[config.mk]
export PLATFORM = sky130hd
export DESIGN_NAME = escaped_frame_decoder_crc16_top
export DESIGN_NICKNAME = d
export VERILOG_FILES = /design/src/efd_pkg.sv /design/src/efd_crc16.sv /design/src/efd_core.sv /design/src/escaped_frame_decoder_crc16_top.sv
export SDC_FILE = /design/constraint.sdc
export NUM_CORES = 1
export LEC_CHECK = 0
export BUFFER_PORTS_ARGS = -buffer_cell sky130_fd_sc_hd__buf_2
export CORE_MARGIN = 2
export CORE_UTILIZATION = 25
export CTS_CLUSTER_SIZE = 40
export DETAILED_ROUTE_END_ITERATION = 6
export PLACE_DENSITY = 0.43
export SLEW_MARGIN = 25
export SYNTH_ARGS = -nofsm -noshare
export SYNTH_HDL_FRONTEND = slang
export SYNTH_SLANG_ARGS = --single-unit
[constraint.sdc]
create_clock -name clk -period 2.9 [get_ports clk]
set_input_delay 0.29 -clock clk [delete_from_list [all_inputs] [get_ports clk]]
set_output_delay 0.29 -clock clk [all_outputs]
set_load 0.05 [all_outputs]
[src/efd_pkg.sv]
// shared types, codes and constants for the escaped frame decoder
// no dependencies; used by efd_crc16, efd_core and the top level
`default_nettype none
package efd_pkg;

  // width of the saturating frame byte counter
  localparam int unsigned LENGTH_BITS = 16;
  localparam logic [LENGTH_BITS-1:0] CNT_MAX = {LENGTH_BITS{1'b1}};

  localparam logic [15:0] CRC_POLY = 16'h1021;
  localparam logic [15:0] REPORT_MAX = 16'hFFFF;

  // frames shorter than this are runts
  localparam logic [LENGTH_BITS-1:0] MIN_FRAME = LENGTH_BITS'(3);

  localparam logic [7:0] START_RESET  = 8'h01;
  localparam logic [7:0] END_RESET    = 8'h04;
  localparam logic [7:0] ESCAPE_RESET = 8'h10;

  // configuration register indexes
  localparam logic [1:0] REG_START  = 2'd0;
  localparam logic [1:0] REG_END    = 2'd1;
  localparam logic [1:0] REG_ESCAPE = 2'd2;

  // status codes
  localparam logic [1:0] STATUS_OK   = 2'd0;
  localparam logic [1:0] STATUS_RUNT = 2'd1;
  localparam logic [1:0] STATUS_CRC  = 2'd2;

  // hold line fill levels
  localparam logic [1:0] HOLD_EMPTY = 2'd0;
  localparam logic [1:0] HOLD_ONE   = 2'd1;
  localparam logic [1:0] HOLD_FULL  = 2'd2;

  typedef enum logic [1:0] {
    MODE_IDLE  = 2'd0,
    MODE_FRAME = 2'd1,
    MODE_ESC   = 2'd2
  } mode_t;

  typedef struct packed {
    logic [7:0] start_code;
    logic [7:0] end_code;
    logic [7:0] escape_code;
  } codes_t;

  typedef struct packed {
    logic        valid;
    logic [7:0]  out_byte;
    logic        frame_end;
    logic [1:0]  status;
    logic [15:0] frame_length;
  } result_t;

endpackage
`default_nettype wire

[src/efd_crc16.sv]
// one byte step of crc-16, poly 0x1021, msb first
// depends on efd_pkg for the polynomial
`default_nettype none
module efd_crc16 (
  input  wire logic [15:0] crc_in,
  input  wire logic [7:0]  data_in,
  output logic      [15:0] crc_out
);

  always_comb begin
    logic [15:0] c;
    c = crc_in ^ {data_in, 8'h00};
    for (int i = 0; i < 8; i++) begin
      if (c[15]) begin
        c = {c[14:0], 1'b0} ^ efd_pkg::CRC_POLY;
      end else begin
        c = {c[14:0], 1'b0};
      end
    end
    crc_out = c;
  end

endmodule
`default_nettype wire

[src/efd_core.sv]
// frame state machine, two byte hold line, crc and length tracking
// depends on efd_pkg and efd_crc16
`default_nettype none
module efd_core (
  input  wire logic             clk,
  input  wire logic             rst_n,
  input  wire logic             step,
  input  wire logic [7:0]       rx_byte,
  input  wire efd_pkg::codes_t  codes,
  output efd_pkg::result_t      result
);

  efd_pkg::mode_t                    mode_r, mode_nxt;
  logic [7:0]                        hold0_r, hold1_r;
  logic [1:0]                        hold_cnt_r;
  logic [15:0]                       crc_r, crc_step;
  logic [efd_pkg::LENGTH_BITS-1:0]   cnt_r, cnt_inc;

  logic is_esc, is_end, is_start;
  logic take, emit_payload, emit_status;
  logic [31:0] cnt_wide;

  efd_crc16 u_crc (
    .crc_in  (crc_r),
    .data_in (hold0_r),
    .crc_out (crc_step)
  );

  assign is_esc   = (rx_byte == codes.escape_code);
  assign is_end   = (rx_byte == codes.end_code);
  assign is_start = (rx_byte == codes.start_code);

  // escape test comes before the end test inside a frame
  assign take         = ((mode_r == efd_pkg::MODE_FRAME) && !is_esc && !is_end) ||
                        (mode_r == efd_pkg::MODE_ESC);
  assign emit_payload = take && (hold_cnt_r == efd_pkg::HOLD_FULL);
  assign emit_status  = (mode_r == efd_pkg::MODE_FRAME) && !is_esc && is_end;

  assign cnt_inc  = (cnt_r == efd_pkg::CNT_MAX) ? cnt_r : cnt_r + 1'b1;
  assign cnt_wide = 32'(cnt_r);

  // next mode
  always_comb begin
    mode_nxt = mode_r;
    unique case (mode_r)
      efd_pkg::MODE_FRAME: begin
        if (is_esc) begin
          mode_nxt = efd_pkg::MODE_ESC;
        end else if (is_end) begin
          mode_nxt = efd_pkg::MODE_IDLE;
        end
      end
      efd_pkg::MODE_ESC: mode_nxt = efd_pkg::MODE_FRAME;
      default: begin
        mode_nxt = is_start ? efd_pkg::MODE_FRAME : efd_pkg::MODE_IDLE;
      end
    endcase
  end

  // result item
  always_comb begin
    result              = '0;
    result.valid        = step && (emit_payload || emit_status);
    if (emit_status) begin
      result.frame_end  = 1'b1;
      result.frame_length = (cnt_wide > 32'(efd_pkg::REPORT_MAX)) ?
                            efd_pkg::REPORT_MAX : cnt_wide[15:0];
      if (cnt_r < efd_pkg::MIN_FRAME) begin
        result.status   = efd_pkg::STATUS_RUNT;
      end else if (crc_r != {hold1_r, hold0_r}) begin
        result.status   = efd_pkg::STATUS_CRC;
      end else begin
        result.status   = efd_pkg::STATUS_OK;
      end
    end else begin
      result.out_byte   = hold0_r;
    end
  end

  always_ff @(posedge clk) begin
    if (!rst_n) begin
      mode_r     <= efd_pkg::MODE_IDLE;
      hold0_r    <= '0;
      hold1_r    <= '0;
      hold_cnt_r <= efd_pkg::HOLD_EMPTY;
      crc_r      <= '0;
      cnt_r      <= '0;
    end else if (step) begin
      mode_r <= mode_nxt;
      if ((mode_r != efd_pkg::MODE_FRAME) && (mode_r != efd_pkg::MODE_ESC) && is_start) begin
        hold0_r    <= '0;
        hold1_r    <= '0;
        hold_cnt_r <= efd_pkg::HOLD_EMPTY;
        crc_r      <= '0;
        cnt_r      <= '0;
      end else if (take) begin
        cnt_r <= cnt_inc;
        unique case (hold_cnt_r)
          efd_pkg::HOLD_EMPTY: begin
            hold0_r    <= rx_byte;
            hold_cnt_r <= efd_pkg::HOLD_ONE;
          end
          efd_pkg::HOLD_ONE: begin
            hold1_r    <= rx_byte;
            hold_cnt_r <= efd_pkg::HOLD_FULL;
          end
          default: begin
            // oldest byte leaves the hold line into the crc
            crc_r   <= crc_step;
            hold0_r <= hold1_r;
            hold1_r <= rx_byte;
          end
        endcase
      end
    end
  end

endmodule
`default_nettype wire

[src/escaped_frame_decoder_crc16_top.sv]
// escaped frame decoder with crc-16 check, top level
// a result passes from the input register through efd_core into the output register
// throughput: one item per cycle while out_tready keeps the output register draining,
// set by the single pass through efd_core between the input and output registers
// reset (rst_n low, synchronous): idle mode, empty hold line, codes to 1/4/16
`default_nettype none
module escaped_frame_decoder_crc16_top (
  input  wire logic        clk,
  input  wire logic        rst_n,
  input  wire logic        in_tvalid,
  output logic             in_tready,
  input  wire logic [7:0]  in_tdata,   // rx_byte[7:0]
  output logic             out_tvalid,
  input  wire logic        out_tready,
  output logic [23:0]      out_tdata,  // out_byte[7:0], frame_length[23:8]
  output logic             out_tlast,  // frame_end
  output logic [1:0]       out_tuser,  // status[1:0]
  input  wire logic        cfg_valid,
  output logic             cfg_ready,
  input  wire logic [1:0]  cfg_index,
  input  wire logic [7:0]  cfg_data
);

  efd_pkg::codes_t  codes_r;
  efd_pkg::result_t result;

  logic       in_valid_r;
  logic [7:0] in_byte_r;
  logic       out_valid_r;
  logic [7:0] out_byte_r;
  logic       out_last_r;
  logic [1:0] out_status_r;
  logic [15:0] out_len_r;
  logic       advance, step;

  assign cfg_ready = 1'b1;

  always_ff @(posedge clk) begin
    if (!rst_n) begin
      codes_r.start_code  <= efd_pkg::START_RESET;
      codes_r.end_code    <= efd_pkg::END_RESET;
      codes_r.escape_code <= efd_pkg::ESCAPE_RESET;
    end else if (cfg_valid) begin
      unique case (cfg_index)
        efd_pkg::REG_START:  codes_r.start_code  <= cfg_data;
        efd_pkg::REG_END:    codes_r.end_code    <= cfg_data;
        efd_pkg::REG_ESCAPE: codes_r.escape_code <= cfg_data;
        default: ;
      endcase
    end
  end

  // the held item moves on whenever the output register is free or draining
  assign advance   = !out_valid_r || out_tready;
  assign step      = in_valid_r && advance;
  assign in_tready = !in_valid_r || advance;

  always_ff @(posedge clk) begin
    if (!rst_n) begin
      in_valid_r <= 1'b0;
    end else if (in_tready) begin
      in_valid_r <= in_tvalid;
    end
  end

  always_ff @(posedge clk) begin
    if (in_tready) begin
      in_byte_r <= in_tdata;
    end
  end

  efd_core u_core (
    .clk     (clk),
    .rst_n   (rst_n),
    .step    (step),
    .rx_byte (in_byte_r),
    .codes   (codes_r),
    .result  (result)
  );

  always_ff @(posedge clk) begin
    if (!rst_n) begin
      out_valid_r <= 1'b0;
    end else if (advance) begin
      out_valid_r <= result.valid;
    end
  end

  always_ff @(posedge clk) begin
    if (advance) begin
      out_byte_r   <= result.out_byte;
      out_last_r   <= result.frame_end;
      out_status_r <= result.status;
      out_len_r    <= result.frame_length;
    end
  end

  assign out_tvalid = out_valid_r;
  assign out_tdata  = {out_len_r, out_byte_r};
  assign out_tlast  = out_last_r;
  assign out_tuser  = out_status_r;

endmodule
`default_nettype wire

==> reports/qor.yml, run 1 <==
timing:
  worstMarginPinSlew_ps: 777
  rsz0062_at_grt: "no"
  holdWs_ps: 49.2
  relSlewSlack_pct: 48.0
  fin_crit_sh_pct: 87.8
  hold_viol_final: 0
  period_needed_ps: 2550
  finalSetupViolCount: 0
  fmax_mhz: 393
  fin_setup_tns_ps: 0
  skew_ps: 11.8
  finalMaxSlewViolations: 0
final_layout:
  drive_above_1_share_pct: 19.9
  utilization_pct: 30.9
  syn2layout_area_growth_pct: 22.1
  final_nets: 586
  regArea_sq_mm: 0.00261
  stdcell_count: 848
  fillCellCount: 2191
  fin_area_sq_mm: 0.00643
  n_antenna_cell: 0
  multi_input_area_sq_mm: 0.00252
synthesis:
  syn_inst: 503
  ys.warnings.count: 0
  yosysTopAreaCellShare_pct: 29.7
  synth_top_area_cell: "dfxtp_1"
  synth-seq-cells: 113
  yosysUniqueCellTypes: 55
  async_flop_share_pct: 0
  synth_nets: 529
  syn_area_per_cell_sq_um: 10.5
  netlist_top_cells_area: "dfxtp_1 30%, edfxtp_1 20%, mux2i_1 6.1%"
  netlist_area_sq_mm: 0.00527
  ys_seq_area_share_pct: 49.6
  synth_flop_cell: "dfxtp_1"
  synth_edf_count: 35
critical_path:
  crit_type: "reg -> reg"
  critical_path.max_fanout: 23
  max_stage_delay_ps: 520
  timing.critical_path.required_ps: 3240
  crit_path_start_kind: "flop"
  critPathTopFamily: "simple AND/OR/NAND/NOR gates"
  arrival_ps: 2890
  cp.buffers_inverters: 0
  worst_setup_path_end_kind: "flop"
  path_cells: "xnor2_1 -> nand2_1 -> o41ai_4 -> o21ai_4 -> nand2_2 -> or4_1 -> a31oi_1"
  critPathSlowestCell: "o21ai_4"
floorplanning:
  die_h_microns: 149
  die_area_sq_mm: 0.0222
  start_util_pct: 25.3
  boundaryPins: 53
  rows: 53
  core_sq_mm: 0.0208
  die_x_microns: 149
route:
  drc: 0
  drt_iter0_drc: 262
  viasPerCell: 4.55
  drtAntennaViolNets: 0
  dr.pass1.iters: 5
  wire_per_inst_microns: 15.4
  vias: 3855
  routed_wl_mm: 13.0
grt:
  grt_first_pass_wirelength_mm: 21.2
  grt_start_max_net_pins: 39
  use_met3_pct: 3.33
  antenna_found_initial: 0
  grt_util_met2_pct: 18.8
  grt-ovfl-total: 0
  gr-usage-met1_pct: 16.8
  groute.usage.overall_pct: 12.4
  grt_pass1_vias: 3873
  top_usage_layer: "met2"
clocking:
  cts_resized: 0
  cts_max_level: 4
  cts_max_path_buffers: 2
  cts_hold_buf: 0
  clk_pin_slew_ps: 60
  cts-root-buf: "clkbuf_16"
  cts_tree: "done"
  cts-buffers-inserted: 17
  cts_setup_buffers: 0
  numClockSinks: 113
  insertion_delay_ps: 420
placement:
  gp_congestion: 0.762
  dp_hpwl_mm: 9.40
  port_buffers: 51
  dp.cells: 816
  place_area_sq_mm: 0.00583
pwr:
  peakVddDrop_uv: 385
  p_leak_nw: 2.69
  p_per_area_mw_per_mm2: 619
run:
  drv_cap: 0
min_path:
  hold_path.class: "in -> reg"
outcome:
  status: "complete, no violations"
per-layer routing:
layer | share of wire (%) | vias to the layer above
met3 | 4.5 | 18
met4 | 1.4 | 0
met5 | 0 | -
met2 | 45 | 96
li1 | - | 1919
met1 | 49 | 1822
kinds of logic (layout without fill, tap and decap cells):
group,Yosys count,in the layout,share of synthesized area [%]
AO/OA/AOI/OAI,77,77,11.0
other,1,1,0.0712
XOR/XNOR,64,64,10.6
adder cells (fa/ha/maj),3,3,0.713
multiplexers,40,40,7.79
flip-flops,113,113,49.6
AND/OR/NAND/NOR,175,175,17.6
buffers and inverters,30,100,2.61
cells in the mapped netlist, drive strengths merged (6+ instances only):
cell,n
inv,8
clkbuf,9
nand3,14
buf,13
a31oi,7
a22o,24
a21oi,16
and2,20
nor2,35
nor4,11
nor2b,11
mux2i,32
nand4,9
xnor2,30
o21ai,14
and3,7
nor3,6
dfxtp,78
edfxtp,35
nand2,43
xor2,34
mux2,8
layout make-up:
| type | count | area share (%) |
|---|---|---|
| Timing Repair Buffer | 60 | 5.02 |
| Sequential cell | 113 | 40.6 |
| Multi-Input combinational cell | 360 | 39.1 |
| Clock buffer | 18 | 7.01 |
| Inverter | 8 | 0.467 |
| Clock inverter | 14 | 2.39 |
| Tap cell | 275 | 5.35 |
through the flow:
stage	total power, mW	setup slack [ps]
4_1_cts	4.03	377
3_5_place_dp	1.91	388
6_report	3.98	353
2_1_floorplan	1.84	295
5_1_grt	4.12	183
3_3_place_gp	1.91	381
sequential cells by signal, indices dropped and copies added (netlist names):
name	flops
codes_r	24
out_len_r	16
u_core.cnt_r	16
u_core.crc_r	16
in_byte_r	8
out_byte_r	8
u_core.hold0_r	8
u_core.hold1_r	8
out_tuser	2
u_core.hold_cnt_r	2
u_core.mode_r	2
in_valid_r	1
out_tlast	1
out_tvalid	1
power by group:
| group | leakage (nW) | total, mW | internal, mW | switching (mW) |
|---|---|---|---|---|
| clock | 0.293 | 2.11 | 1.32 | 0.785 |
| combinational | 1.35 | 0.197 | 0.0769 | 0.120 |
| sequential | 1.05 | 1.68 | 1.65 | 0.0284 |
worst register-to-register path, stage by stage (launching register included):
cell and delay, ps:
edfxtp_1 510, xnor2_1 170, nand2_1 170, o41ai_4 140
o21ai_4 520, nand2_2 260, or4_1 520, a31oi_1 170
layout by cell type, fill, tap and decap left out, types with 15 or more instances in the layout:
master / instances
dfxtp_1: 78
buf_2: 51
nand2_1: 39
nor2_1: 35
edfxtp_1: 35
xor2_1: 34
mux2i_1: 32
xnor2_1: 30
a22o_1: 24
and2_1: 18
clkbuf_16: 18
a21oi_1: 15
final timing paths:
| check | cells after the start | slack, ps | to | startpoint |
|---|---|---|---|---|
| min | 1 | 50 | in_byte_r[0]$_DFFE_PP_ | in_tdata[0] |
| max reg2reg | 7 | 350 | u_core.cnt_r[5]$_SDFFE_PN0P_ | in_byte_r[4]$_DFFE_PP_ |
| max | 7 | 350 | u_core.cnt_r[5]$_SDFFE_PN0P_ | in_byte_r[4]$_DFFE_PP_ |
| min reg2reg | 2 | 510 | codes_r[16]$_SDFFE_PN1P_ | codes_r[16]$_SDFFE_PN1P_ |
No activity file was read; power rests on OpenSTA's default activity.
==> inputs of run 2 (changes only) <==
--- a/config.mk
+++ b/config.mk
@@ -8,6 +8,7 @@
 export BUFFER_PORTS_ARGS = -buffer_cell sky130_fd_sc_hd__buf_2
 export CORE_MARGIN = 2
 export CORE_UTILIZATION = 25
+export CTS_BUF_LIST = sky130_fd_sc_hd__clkbuf_8
 export CTS_CLUSTER_SIZE = 40
 export DETAILED_ROUTE_END_ITERATION = 6
 export PLACE_DENSITY = 0.43
==> run 2 against run 1 <==
  * Clock skew barely moved
  * Flip-flop and latch count is the same
  * First-iteration DRC count increased by 15%
  * Maximum frequency about the same
  * Cell count is 0.59% higher
  * Routed wire length barely moved
  * Combinational power grew 2%
  * Total power fell by 13%
  * Cell area shrank 2.1%
  * Clock power is 25% lower
  * Worst hold slack lost 18 ps
  * Core utilization fell by 0.66 points
  * Critical path type unchanged
  * Largest cell class unchanged
  * Largest power group is now registers
==> reports/qor.yml, run 2 (synthesis gave the netlist of run 1 again) <==
outcome:
  status: "complete, no violations"  # unchanged
placement:
  port_buffers: 51  # unchanged
  dp_hpwl_mm: 9.40  # unchanged
  gp_congestion: 0.762  # unchanged
  pre_cts_slack_ps: 388  # unchanged
floorplanning:
  start_util_pct: 25.3  # unchanged
  core_sq_mm: 0.0208  # unchanged
  die_h_microns: 149  # unchanged
  die_x_microns: 149  # unchanged
  rows: 53  # unchanged
  boundaryPins: 53  # unchanged
  die_area_sq_mm: 0.0222  # unchanged
final_layout:
  regArea_sq_mm: 0.00261  # unchanged
  final_cell_mix: "78 x dfxtp_1, 51 x buf_2, 39 x nand2_1"  # unchanged
  final_nets: 591  # was 586
  fillCellCount: 2213  # was 2,191
  final_common_cell: "dfxtp_1"  # unchanged
  largest_register_ffs: 24  # unchanged
  n_antenna_cell: 0  # unchanged
  syn2layout_area_growth_pct: 19.5  # was 22.1%
  drive_above_1_share_pct: 19.7  # was 19.9%
  regMostFlops: "codes_r"  # unchanged
  multi_input_area_sq_mm: 0.00252  # unchanged
route:
  drtAntennaViolNets: 0  # unchanged
  dr.pass1.iters: 5  # unchanged
  routed_wl_mm: 13.0  # about the same
  wire_per_inst_microns: 15.3  # was 15.4 microns
  viasPerCell: 4.53  # was 4.55
  drc: 0  # unchanged
  vias: 3860  # was 3,855
  drt_iter0_drc: 300  # was 262
pwr:
  peakVddDrop_uv: 255  # was 385 uV
  p_total_mw: 3.45  # was 3.98 mW
  p_leak_nw: 2.63  # was 2.69 nW
  p_per_area_mw_per_mm2: 549  # was 619 mW/mm^2
timing:
  fin_setup_tns_ps: 0  # unchanged
  fmax_mhz: 393  # about the same
  fin_crit_sh_pct: 87.8  # about the same
  worstMarginPinSlew_ps: 770  # was 777 ps
  worst_slack_ps: 355  # was 353 ps
  skew_ps: 12.3  # was 11.8 ps
  rsz0062_at_grt: "no"  # unchanged
  relSlewSlack_pct: 48.5  # was 48.0%
  hold_viol_final: 0  # unchanged
  finalSetupViolCount: 0  # unchanged
  finalMaxSlewViolations: 0  # unchanged
  period_needed_ps: 2550  # about the same
min_path:
  worstHoldEndpoint: "in_byte_r[7]$_DFFE_PP_"  # was in_byte_r[0]$_DFFE_PP_
  hp-start: "in_tdata[7]"  # was in_tdata[0]
  hold_path.class: "in -> reg"  # unchanged
  hold_depth: 1  # unchanged
critical_path:
  timing.critical_path.required_ps: 3270  # was 3240 ps
  crit_path_start_kind: "flop"  # unchanged
  reg2reg_to: "u_core.cnt_r[5]$_SDFFE_PN0P_"  # unchanged
  reg2reg_slack_ps: 350  # about the same
  worst_setup_path_end_kind: "flop"  # unchanged
  critical_path.max_fanout: 23  # unchanged
  arrival_ps: 2920  # was 2890 ps
  reg2reg_from: "in_byte_r[4]$_DFFE_PP_"  # unchanged
  rr_worst_depth: 7  # unchanged
  crit_type: "reg -> reg"  # unchanged
grt:
  grt-ovfl-total: 0  # unchanged
  groute.usage.overall_pct: 12.4  # about the same
  antenna_found_initial: 0  # unchanged
  grt_first_pass_wirelength_mm: 21.2  # about the same
  grt_start_max_net_pins: 39  # unchanged
  grt_pass1_vias: 3893  # was 3,873
run:
  drv_cap: 0  # unchanged
clocking:
  cts_max_level: 4  # unchanged
  cts_max_path_buffers: 2  # unchanged
  cts-root-buf: "clkbuf_8"  # was clkbuf_16
  clk_pin_slew_ps: 70  # was 60 ps
  cts-buffers-inserted: 17  # unchanged
  insertion_delay_ps: 450  # was 420 ps
  cts_tree: "done"  # unchanged
  numClockSinks: 113  # unchanged
[run 2: changes by cell type in the layout (fill, tap and decap cells not counted)]
cell	previous run	this run
bufinv_16	2	3
clkbuf_16	18	0
clkbuf_8	0	17
dlygate4sd3_1	0	5
[run 2: worst max-delay path by stage]
stage                                        from                        endpoint  cells past startpoint  slack (ps)
after CTS                  in_byte_r[4]$_DFFE_PP_    u_core.cnt_r[5]$_SDFFE_PN0P_                      7         370
final                      in_byte_r[4]$_DFFE_PP_    u_core.cnt_r[5]$_SDFFE_PN0P_                      7         350
after detailed placement   in_byte_r[4]$_DFFE_PP_    u_core.cnt_r[5]$_SDFFE_PN0P_                      7         390
after global routing       in_byte_r[1]$_DFFE_PP_  u_core.hold1_r[0]$_SDFFE_PN0P_                      7         180
after floorplan           out_tvalid$_SDFFE_PN0N_   u_core.crc_r[10]$_SDFFE_PN0P_                      8         300
after global placement     in_byte_r[1]$_DFFE_PP_  u_core.hold1_r[3]$_SDFFE_PN0P_                      7         380
[run 2: worst max-delay path: stages (launching register included)]
cell	delay, ps
edfxtp_1	520
xnor2_1	170
nand2_1	170
o41ai_4	140
o21ai_4	520
nand2_2	260
or4_1	520
a31oi_1	170
[run 2: layer usage]
metal	GRT usage, %	routed length, microns	part of all wire, %	vias to the layer above
li1	-	-	-	1924
met1	16.8	6430	49	1825
met2	19.0	5840	45	93
met3	3.18	535	4.1	18
met4	4.86	214	1.6	0
met5	0	0	0	-
[run 2: repair_timing]
action	in CTS	in global routing
hold buffers	5	0
buffers inserted	0	0
endpoints found under the hold margin	5	0
resized for setup	0	0
[run 2: area by class of cell]
cell class	instances	share of cell area, %
Clock buffer	17	3.72
Multi-Input combinational cell	360	40.0
Tap cell	275	5.47
Timing Repair Buffer	65	5.92
Sequential cell	113	41.5
Inverter	8	0.477
Clock inverter	15	2.92
[run 2: power breakdown]
| group | switching [mW] | internal, mW | total [mW] |
|---|---|---|---|
| sequential | 0.0285 | 1.64 | 1.67 |
| clock | 0.721 | 0.858 | 1.58 |
| combinational | 0.120 | 0.0812 | 0.201 |
[run 2: per-stage QoR]
stage / hold WS (ps) / instances / util [%] / area (sq um)
after CTS: 3.25 / 853 / 30.2 / 6290
after floorplan: 389 / 503 / - / 5270
final: 31.1 / 853 / 30.2 / 6290
after detailed placement: 478 / 816 / 28.0 / 5830
after global placement: 477 / 816 / 28.0 / 5830
after global routing: 1.21 / 853 / 30.2 / 6290
